**src/design/vadpcm_ram.sv**
```systemverilog
// ----------------------------------------------------------------------------
// Generic simple dual-port RAM
// One write port and one read port, read data registered.
// ----------------------------------------------------------------------------
module vadpcm_ram #(
    parameter int WIDTH = 16,
    parameter int DEPTH = 256
) (
    input  logic                     i_clk,
    input  logic                     i_we,
    input  logic [$clog2(DEPTH)-1:0] i_waddr,
    input  logic [WIDTH-1:0]         i_wdata,
    input  logic [$clog2(DEPTH)-1:0] i_raddr,
    output logic [WIDTH-1:0]         o_rdata
);
    logic [WIDTH-1:0] r_mem [DEPTH];
    logic [WIDTH-1:0] r_rdata;

    always_ff @(posedge i_clk) begin
        if (i_we) begin
            r_mem[i_waddr] <= i_wdata;
        end
        r_rdata <= r_mem[i_raddr];
    end

    assign o_rdata = r_rdata;
endmodule

```
**config.mk**
```make
export PLATFORM = sky130hd
export DESIGN_NAME = vadpcm_ram
export DESIGN_NICKNAME = d
export VERILOG_FILES = /design/src/design/vadpcm_ram.sv
export SDC_FILE = /design/constraint.sdc
export NUM_CORES = 2
export LEC_CHECK = 0
export BUFFER_PORTS_ARGS = -buffer_cell sky130_fd_sc_hd__buf_2
export CAP_MARGIN = 10
export CORE_MARGIN = 4
export CORE_UTILIZATION = 55
export DETAILED_ROUTE_END_ITERATION = 10
export PLACE_DENSITY = 0.8
export SLEW_MARGIN = 20
export SYNTH_ARGS = -nofsm -noshare
export SYNTH_HDL_FRONTEND = slang
export SYNTH_SLANG_ARGS = --single-unit
```
**constraint.sdc**
```tcl
create_clock -name i_clk -period 2.85 [get_ports i_clk]
set_input_delay 0 -clock i_clk [delete_from_list [all_inputs] [get_ports i_clk]]
set_output_delay 0 -clock i_clk [all_outputs]
set_load 0.05 [all_outputs]
```
# Yosys cells after proc, flatten, opt, wreduce, memory -nomap -nowiden
# Memories as Yosys holds them, arrays and structs flattened. A register that Yosys moved wholly into a read port is not among the register bits.
# Cells that the tools add are included.
# classes
n_mux,2
# ops
cell,n
two-way mux 1 bit,2
# word_totals
ramBits,4096
mem_count,1
word_cells,3
out_inout_bits,16
regBits,0
in_bits,34
# mem_list
memory,words,word_bits,rd,rd_ports_with_merged_regs,wr,line_no,text
r_mem,256,16,1,1,1,16,logic [WIDTH-1:0] r_mem [DEPTH];

# Depth between registers and ports, before layout
# depth
depth_word,2
ltp_mapped,12
ltp_nobuf,6

# Least setup slack after synthesis
# No wires, ideal clock.
# synth_path
path_kind,input to register
startpoint,in i_waddr[3]
endpoint,mem r_mem[235][0] (enable)
arrival_time_ns,1.777
cell_stages,6
setup_time_ns,0.388
t_required_ns,2.462
slack_ns,0.685
path_buffers,3
cell_sequence,clkbuf_1 nor2b_1 clkbuf_1 nand4_1 clkbuf_1 nor2_1
# synth_lines
item,line_no,text
start: declaration,11,"input logic [$clog2(DEPTH)-1:0] i_waddr,"
end: declaration,16,
# No word-level cell before the write port.

==> metrics.md <==
| Metric | Value |
|---|---|
| Crit-path cells | mux4_2 -> mux2_2 -> a22oi_1 -> buf_4 -> nand2_1 -> o32ai_1 -> nor4_1 |
| Cts repair resizes | 0 |
| Global Route met2 Usage | 44.9% |
| Synth Area in XOR/XNOR | 0% |
| Main flop type after synthesis | edfxtp_1 |
| Endpoint class of the critical path | register |
| Library cells used by synthesis | 52 |
| R2R setup slack | -0.12 ns |
| Synth Area in Compound Gates | 3.54% |
| VDD IR max | 0.555 mV |
| Number of global-route vias before repair | 84.1k |
| Vias per Instance | 6.95 |
| CTS buffer count | 386 |
| Final Wtd Congestion | 0.957 |
| Final Non-Filler Cells | 12.2k |
| Setup ws final | -0.116 ns |
| DRC viols | 6 |
| LEAKAGE | 58.2 nW |
| Post-Syn Area | 0.159 mm2 |
| Cells after Synth | 7360 |
| Final Hold Fails | 0 |
| Minimum clock period | 2.97 ns |
| RSZ-0062 raised after global routing | no |
| Worst rel slew slack | 23.5% |
| Share of cells above drive strength 1 | 26.9% |
| Fin nets | 8166 |
| Critical Path Slowest Stage Cell | o32ai_1 |
| Yosys warns | 0 |
| WP data required | 3.60 ns |
| CP arrival | 3.72 ns |
| Initial drt markers | 14.6k |
| Post-Syn Nets | 7394 |
| Hold slack final | 0.0503 ns |
| GR peak layer | met2 |
| Slowest stage delay, CP | 0.77 ns |
| Final TNS setup | -0.116 ns |
| EDFF count, synth | 4096 |
| PnR Total Power | 0.124 W |
| Ports | 50 |
| Full die area | 0.297 mm2 |
| Grt met1 use | 37.6% |
| Slew @ Worst Pin | 1.15 ns |
| Initial antenna violation count | 34 |
| CP Class | register to register |
| CTS Buffer Depth | 4 |
| Global-route wire length before repair | 621000 um |
| Fin Clk Skew | 0.0592 ns |
| Fin crit share | 104% |
| Failing checks | design-rule violations, negative setup slack |
| Port Buffers | 49 |
| Peak Freq | 0.337 GHz |
| Largest net degree at the start of global routing | 121 |
| Asr flop ratio synth | 0% |
| Post-synthesis adder-cell area fraction | 0% |
| Avg WL per Cell | 35.7 um |
| Core box area | 0.286 mm2 |
| Clk slew on worst S/H paths | 0.07 ns |
| Util after Layout | 63.2% |
| Dpl cells | 11.5k |
| Sinks on Clock Net | 4112 |
| Multiplexer share of the synthesized area | 15.5% |
| Grt ovf | 0 |
| Crit Path Max Fanout | 1 |
| Sequential element share of the synthesized area | 77.7% |
| Type of the worst min-delay path | primary input to register |
| Slew Viols, Final | 0 |
| DRT Wirelength | 436000 um |
| Skew-Pair Late Insertion Delay | 0.94 ns |
| Max cap viols | 0 |
| M3 GR Usage | 7.57% |
| First-pass iteration count of the detailed router | 11 |
| Root Buffer | clkbuf_16 |
| Die width | 545 um |
| Post-DP HPWL | 254000 um |
| Starting density of the core | 55.5% |
| TritonCTS clock tree | built |
| Finish-stage setup viols | 1 |
| Total GRT Usage | 28.9% |
| Cell Pwr Density | 687 mW/mm2 |
| Fill count | 17.4k |
| Status | complete, but fails checks |
| Detail Route Antenna Nets | 0 |
| Row Count | 196 |
| Main combinational cell family by area after synthesis | multiplexers |
| Via count | 84.8k |
| Register bit total from synthesis | 4112 |
| H-tree depth | 5 |
| CP startpoint kind | register |
| Fraction of the mapped netlist area in simple logic gates | 1.57% |
| Syn-to-layout area delta | 13.9% |
| Avg Cell Area, Syn | 21.6 um2 |
| Die Height | 545 um |
## kinds of logic (layout without fill, tap and decap cells)
family | count (synthesis) | after routing
multiplexers | 1450 | 1450
flip-flops | 4112 | 4112
AO/OA/AOI/OAI | 786 | 786
buffers and inverters | 456 | 1528
AND/OR/NAND/NOR | 556 | 556
other | 0 | 14
## layout make-up
| cell class | instances | area [um2] | area share, % |
|---|---|---|---|
| flip-flops and latches | 4112 | 123000 | 68.2 |
| clock buffers | 469 | 10100 | 5.61 |
| repair buffers | 836 | 7650 | 4.23 |
| diodes | 14 | 35.0 | 0.0194 |
| inverters | 4 | 27.5 | 0.0152 |
| well taps | 3762 | 4710 | 2.60 |
| clock inverters | 219 | 2070 | 1.15 |
| multi-input cells | 2792 | 32800 | 18.2 |
## worst max-delay path: cells and delay by family, from the launching register on
| kind | cells | cell delay (ns) |
|---|---|---|
| and+or+nand+nor | 2 | 0.24 |
| muxes | 2 | 0.77 |
| AOI/OAI and AO/OA | 2 | 1.19 |
| buffers and inverters | 1 | 0.20 |
| DFF | 1 | 0.39 |
## synthesized netlist by cell type (all sizes together), types with 11 or more instances
library cell,count,area [um2]
clkbuf,230,863
nor4,18,119
mux2i,565,5660
and3,11,68.8
o31ai,16,120
a21oi,175,876
nand2,38,143
a221oi,28,245
mux4,797,17900
edfxtp,4096,123000
o22ai,148,926
a211oi,18,135
mux2,88,991
o32ai,21,191
nand4,26,163
dfxtp,16,320
o221ai,253,2220
o21ai,38,190
buf,222,1810
a22o,32,280
nor2,304,1140
a22oi,43,323
nand3,35,175
nor3,92,460
## registers in the layout (all words and copies together), names as in the netlist
signal   cells
o_rdata     16
r_mem     4096
## worst paths after layout
check,from,to,cells after the start
setup / recovery,r_mem[11][3],o_rdata[3],7
setup reg to reg,r_mem[11][3],o_rdata[3],7
hold reg to reg,r_mem[194][6],o_rdata[6],6
hold / removal,i_wdata[7],r_mem[49][7],2
## per-stage QoR
| stage | setup WS, ns | cell area [um2] |
|---|---|---|
| CTS | 0.0423 | 181000 |
| global placement | -0.619 | 168000 |
| floorplan | 0.685 | 159000 |
| detailed placement | -0.595 | 168000 |
| global route | 0.0202 | 181000 |
| finish | -0.116 | 181000 |
## where the power goes
group / total [W] / switching [W] / internal (W)
Combinational: 0.00687 / 0.00445 / 0.00242
Sequential: 0.0668 / 0.000158 / 0.0666
Clock: 0.0506 / 0.0223 / 0.0283
## layer usage
| layer | routed length (um) | share of wire, % | vias up |
|---|---|---|---|
| met5 | 169 | 0.039 | - |
| li1 | - | - | 32804 |
| met4 | 29900 | 6.9 | 24 |
| met3 | 56300 | 13 | 1411 |
| met1 | 144000 | 33 | 43279 |
| met2 | 206000 | 47 | 7278 |
## timing repair
item | CTS | global route
endpoints found under the hold margin | 4025 | 0
buffers inserted | 0 | 0
hold buffers | 25 | 0
## placed cells by master (no fill, tap or decap), types with 28 or more instances in the layout
| cell type | instances |
|---|---|
| buf_4 | 664 |
| buf_12 | 100 |
| nor3_1 | 90 |
| mux2_2 | 88 |
| clkinv_1 | 88 |
| mux4_2 | 797 |
| nand2_1 | 38 |
| o21ai_0 | 37 |
| bufinv_16 | 33 |
| a21oi_1 | 175 |
| o22ai_1 | 148 |
| o221ai_1 | 252 |
| edfxtp_1 | 4096 |
| a22oi_1 | 43 |
| clkbuf_1 | 73 |
| clkinv_2 | 64 |
| buf_2 | 28 |
| nor2_1 | 287 |
| clkbuf_16 | 392 |
| a221oi_1 | 28 |
| a22o_1 | 32 |
| mux2i_1 | 565 |
No activity file was read; power rests on OpenSTA's default activity.
