[config.mk]
export PLATFORM = sky130hd
export DESIGN_NAME = vadpcm_mac
export DESIGN_NICKNAME = d
export VERILOG_FILES = /design/src/design/vadpcm_pkg.sv /design/src/design/vadpcm_mac.sv
export SDC_FILE = /design/constraint.sdc
export NUM_CORES = 1
export LEC_CHECK = 0
export BUFFER_PORTS_ARGS = -buffer_cell sky130_fd_sc_hd__buf_2
export CORE_MARGIN = 3
export CORE_UTILIZATION = 29
export DETAILED_ROUTE_END_ITERATION = 6
export MAX_ROUTING_LAYER = met4
export PLACE_DENSITY = 0.46
export SYNTH_ARGS = -nofsm -noshare
export SYNTH_HDL_FRONTEND = slang
export SYNTH_SLANG_ARGS = --single-unit
[constraint.sdc]
create_clock -name i_clk -period 7 [get_ports i_clk]
set_input_delay 0.35 -clock i_clk [delete_from_list [all_inputs] [get_ports i_clk]]
set_output_delay 0.35 -clock i_clk [all_outputs]
set_load 0.005 [all_outputs]
[src/design/vadpcm_pkg.sv]
// ----------------------------------------------------------------------------
// VADPCM decoder package
// Shared widths, command codes and helper functions.
// ----------------------------------------------------------------------------
package vadpcm_pkg;

    localparam int MAX_PREDICTORS_DEF = 16;
    localparam int BOOK_DEPTH         = 256;
    localparam int BOOK_AW            = 8;
    localparam int SAMPLE_W           = 16;
    localparam int ACC_W              = 40;
    localparam int FRAME_BYTES        = 9;
    localparam int GROUP_SAMPLES      = 8;
    localparam int FRAME_SAMPLES      = 16;
    localparam int PRED_CNT_W         = 5;

    localparam logic [1:0] CMD_LOAD  = 2'd0;
    localparam logic [1:0] CMD_BYTE  = 2'd1;
    localparam logic [1:0] CMD_START = 2'd2;

    localparam logic [3:0] SCALE_CAP = 4'd12;

    typedef struct packed {
        logic [1:0]  cmd;
        logic [7:0]  data_byte;
        logic [7:0]  coef_index;
        logic signed [15:0] coef_value;
    } t_in_item;

    typedef struct packed {
        logic signed [15:0] sample;
        logic               last;
        logic               status;
    } t_out_item;

    // Residual: sign-extended nibble shifted left by the capped scale.
    function automatic logic signed [19:0] make_residual(input logic [3:0] nib,
                                                         input logic [3:0] scale);
        logic [3:0]         sh;
        logic signed [19:0] sn;
        sh = (scale < SCALE_CAP) ? scale : SCALE_CAP;
        sn = 20'(signed'(nib));
        return sn <<< sh;
    endfunction

    function automatic logic signed [15:0] sat16(input logic signed [ACC_W-1:0] acc);
        logic signed [ACC_W-12:0] q;
        q = acc[ACC_W-1:11];
        if (q > 32767) begin
            return 16'sh7fff;
        end else if (q < -32768) begin
            return 16'sh8000;
        end
        return q[15:0];
    endfunction

endpackage

[src/design/vadpcm_mac.sv]
// ----------------------------------------------------------------------------
// VADPCM multiply-accumulate unit
// Registered 16x20 product added into a 40-bit accumulator.
// ----------------------------------------------------------------------------
module vadpcm_mac (
    input  logic                     i_clk,
    input  logic                     i_clr,
    input  logic                     i_en,
    input  logic signed [15:0]       i_a,
    input  logic signed [19:0]       i_b,
    output logic signed [vadpcm_pkg::ACC_W-1:0] o_acc
);
    import vadpcm_pkg::*;

    logic signed [35:0]      r_prod;
    logic                    r_prod_vld;
    logic signed [ACC_W-1:0] r_acc;

    always_ff @(posedge i_clk) begin
        r_prod     <= i_a * i_b;
        r_prod_vld <= i_en;
        if (i_clr) begin
            r_acc <= '0;
        end else if (r_prod_vld) begin
            r_acc <= r_acc + ACC_W'(r_prod);
        end
    end

    assign o_acc = r_acc;
endmodule

### Word level (Yosys, flattened, before mapping)

Index checks and enable logic that the tools add are counted.

* bits of input ports: 39
* output and inout bits: 40
* bits in registers: 77
* logic and storage cells: 5

* $mul: 1
* $add $sub $neg: 1

Operators by type and width (number)
* 40-bit by 36-bit adder with 40-bit output: 1
* 16-bit by 20-bit multiplier with 36-bit output: 1

### Depth between registers and ports, before layout

* depth in word-level cells: 1
* mapped depth: 26

### Worst setup path after synthesis

Ideal clock, no wire load.

* path type: input-to-reg
* start: input i_b[7]
* end: register r_prod[35]
* stages on the path: 25
* arrival: 6024 ps
* setup time: 120 ps
* path buffers: 1
* data required time: 6880 ps
* slack: 856 ps
* path through: clkbuf_1 nand2_1 fa_1 inv_1 fa_1 inv_1 fa_1 inv_1 fa_1 fa_1 inv_1 fa_1 inv_1 ha_1 a21o_1 a21o_1 a21oi_1 o21ai_0 o21ai_1 a31oi_1 o41ai_1 o21ai_1 a221o_1 a21oi_1 xnor2_1

* longest elaborated chain between the ends: 1

RTL lines
* start, declared: RTL line vadpcm_mac.sv:10 `input logic signed [19:0] i_b,`
* 16-bit by 20-bit multiplier with 36-bit output: RTL line vadpcm_mac.sv:20 `r_prod <= i_a * i_b;`
* end signal, assigned: RTL line vadpcm_mac.sv:20
* end, declared: RTL line vadpcm_mac.sv:15 `logic signed [35:0] r_prod;`

Every way passes these cells.
A chain may end at the register's enable or synchronous reset.

### Worst setup path in the final report

* start: input i_a[1]
* end: register r_prod[35]

* longest elaborated chain between the ends: 1

RTL lines
* start, declared: RTL line vadpcm_mac.sv:9 `input logic signed [15:0] i_a,`
* 16-bit by 20-bit multiplier with 36-bit output: RTL line vadpcm_mac.sv:20

Every way passes these cells.

==> qor.csv <==
metric,value,unit
via_count,11700,
path_buf_inv,4,
arrival,6.71,ns
first_pass_iters,5,
core_area,54000,um2
fin_tns_setup,0,ns
async_reset_ff_frac,0,
routed_via_density,4.66,
relSlewSlack,0.420,
rr_worst_depth,12,
fillers,5720,
ant_nets,0,
die_x,240,um
start_util,0.294,
synth_nets,2254,
cp-end-kind,flop,
cts_root_buf,clkbuf_16,
synth.distinct_cells,62,
synth_ff_type,dfxtp_1,
dieHeight,240,um
drt-initial-drc-count,568,
cts_hold_buf,0,
hold_depth,1,
grt_start_max_net_pins,45,
wl_met3,1420,um
cp-start-kind,primary input,
grt_pass1_vias,12400,
crit_type,primary input to flop,
dieArea,57700,um2
yosysTopAreaCellShare,0.401,
status,"complete, no violations",
grt_antenna_before_repair,3,
clk_latency,0.34,ns
cpMostUsedCell,fa_1,
syn_to_final_growth,9.14,%
hold_viol,0,
synth_cells,1767,
highest_layer,met4,
synth_warnings,0,
clk_pin_slew,0.06,ns
final_cell_mix,"inv_1, fa_1, nand2_1",
layout-drive-gt1-share,0.0733,
worstPathRequired,7.20,ns
cts_buffer_depth,2,
min_to,r_prod_vld,
synth_top_area_cell,fa_1,
synth_area_leaders,"fa_1, ha_1, dfxtp_1, inv_1, and2_1",
synthesis.area,15900,um2
min_period_over_period,0.930,
slowest_delay,0.53,ns
ctsResizeCount,0,
post_cts.repair.setup_buffers,0,
wl_met1,18900,um
hp-start,i_en,
syn_avg_cell_area,9.00,um2
gp_congestion,0.850,
tightest_slew,0.869,ns
path_max_fanout,20,
mostFrequentLayoutCell,inv_1,
synth_edf_count,0,
dp_hpwl,36600,um
crit_path_top_delay_cell,fa_1,
ys_seq_elements,77,
ioPinCount,79,
layout_min_cycle_time,6.51,ns
cts_sinks,77,
setup_viol,0,
slew_viol_final,0,
numPortBuffers,78,
worstReg2RegEnd,o_acc[39],
max_freq,154,MHz
cts_tree,yes,
cts_buffers,9,
drc,0,
cap_violations,0,
fp-row-count,85,
nNetsFinal,2296,
grt.overflow.total,0,
routedWlPerCell,17.1,um
hp-class,primary input to flop,
seq_area_frac_synth,0.0969,
finalClockSkew,0.00873,ns
rsz0062_at_grt,false,
dr_wl_met2,22100,um
reg2reg_from,o_acc[1],
grt_pass1_wl,69200,um
r2r_setup_slack,3.40,ns
path_delay_family,adder cells,
crit_chain,buf_2 > nand2_1 > fa_1 > fa_1 > fa_1 > inv_1 > fa_1 > fa_1 > inv_1 > fa_1 > inv_1 > ha_1 > a21o_1 > a21o_1 > a21oi_1 > o21ai_0 > o21ai_1 > a31oi_1 > o41ai_1 > o21ai_1 > a221o_1 > a21oi_1 > xnor2_1,
grtUsageTotal,0.157,
wl,43000,um
htreeDepth,3,
[synth_stat cells (all sizes together), types with 7 or more instances]
cell,instances
buf,9
dfxtp,77
clkbuf,62
nand4,10
ha,129
o21ai,29
and2,148
mux2i,29
a21o,27
xor2,21
a211oi,12
nand3,9
xnor2,52
nand2b,16
fa,319
o21a,10
o21bai,13
nor2b,8
inv,364
a31oi,7
nand2,199
a21oi,67
nor2,88
nor3,7
[cell families (layout without fill, tap and decap cells)]
| group | count (synthesis) | after routing | share of synthesized area |
|---|---|---|---|
| buffers and inverters | 437 | 484 | 0.104 |
| multiplexers | 29 | 29 | 0.0182 |
| other | 0 | 1 | 0 |
| AO/OA/AOI/OAI | 207 | 207 | 0.0888 |
| XOR/XNOR | 73 | 73 | 0.0402 |
| adder cells (fa/ha/maj) | 448 | 448 | 0.503 |
| flip-flops | 77 | 77 | 0.0969 |
| AND/OR/NAND/NOR | 496 | 496 | 0.149 |
[state kept, by name, summed over array words and instances (netlist names)]
register and count:
r_prod 36, r_prod_vld 1, o_acc 40
[worst max path at each step]
stage	to	cells past startpoint	start	slack (ns)
6_report	r_prod[35]	23	i_a[1]	0.49
5_1_grt	r_prod[35]	23	i_a[1]	0.16
4_1_cts	r_prod[35]	23	i_a[1]	0.49
3_5_place_dp	r_prod[35]	23	i_a[1]	0.14
3_3_place_gp	r_prod[35]	23	i_a[1]	0.25
2_1_floorplan	r_prod[35]	25	i_b[7]	0.86
[per-stage QoR]
stage | setup slack, ns | hold WS [ns] | util | instance area [um2] | std cells
global placement | 0.252 | 0.460 | 0.316 | 17100 | 2494
detailed placement | 0.142 | 0.461 | 0.316 | 17100 | 2494
floorplan | 0.856 | 0.378 | - | 15900 | 1767
global route | 0.158 | 0.0999 | 0.321 | 17400 | 2511
finish | 0.491 | 0.113 | 0.321 | 17400 | 2511
CTS | 0.485 | 0.101 | 0.321 | 17400 | 2510
[final cells by class]
cell class | count | area (um2) | share of cell area
inverter | 366 | 1370 | 0.0791
sequential | 77 | 1540 | 0.0889
multi-input combinational | 1253 | 12700 | 0.732
antenna | 1 | 2.50 | 0.000144
timing repair buffer | 102 | 571 | 0.0329
tap | 696 | 871 | 0.0502
clock inverter | 7 | 60.1 | 0.00346
clock buffer | 9 | 225 | 0.0130
[metal layers]
metal / vias to the layer above / track usage
li1: 5483 / -
met1: 5996 / 0.201
met2: 180 / 0.274
met3: 38 / 0.0170
met4: 0 / 0.0266
met5: - / -
Power is left out: the tool's default activity adds up to more than one toggle a clock period on the data nets, which glitch-free logic cannot reach.
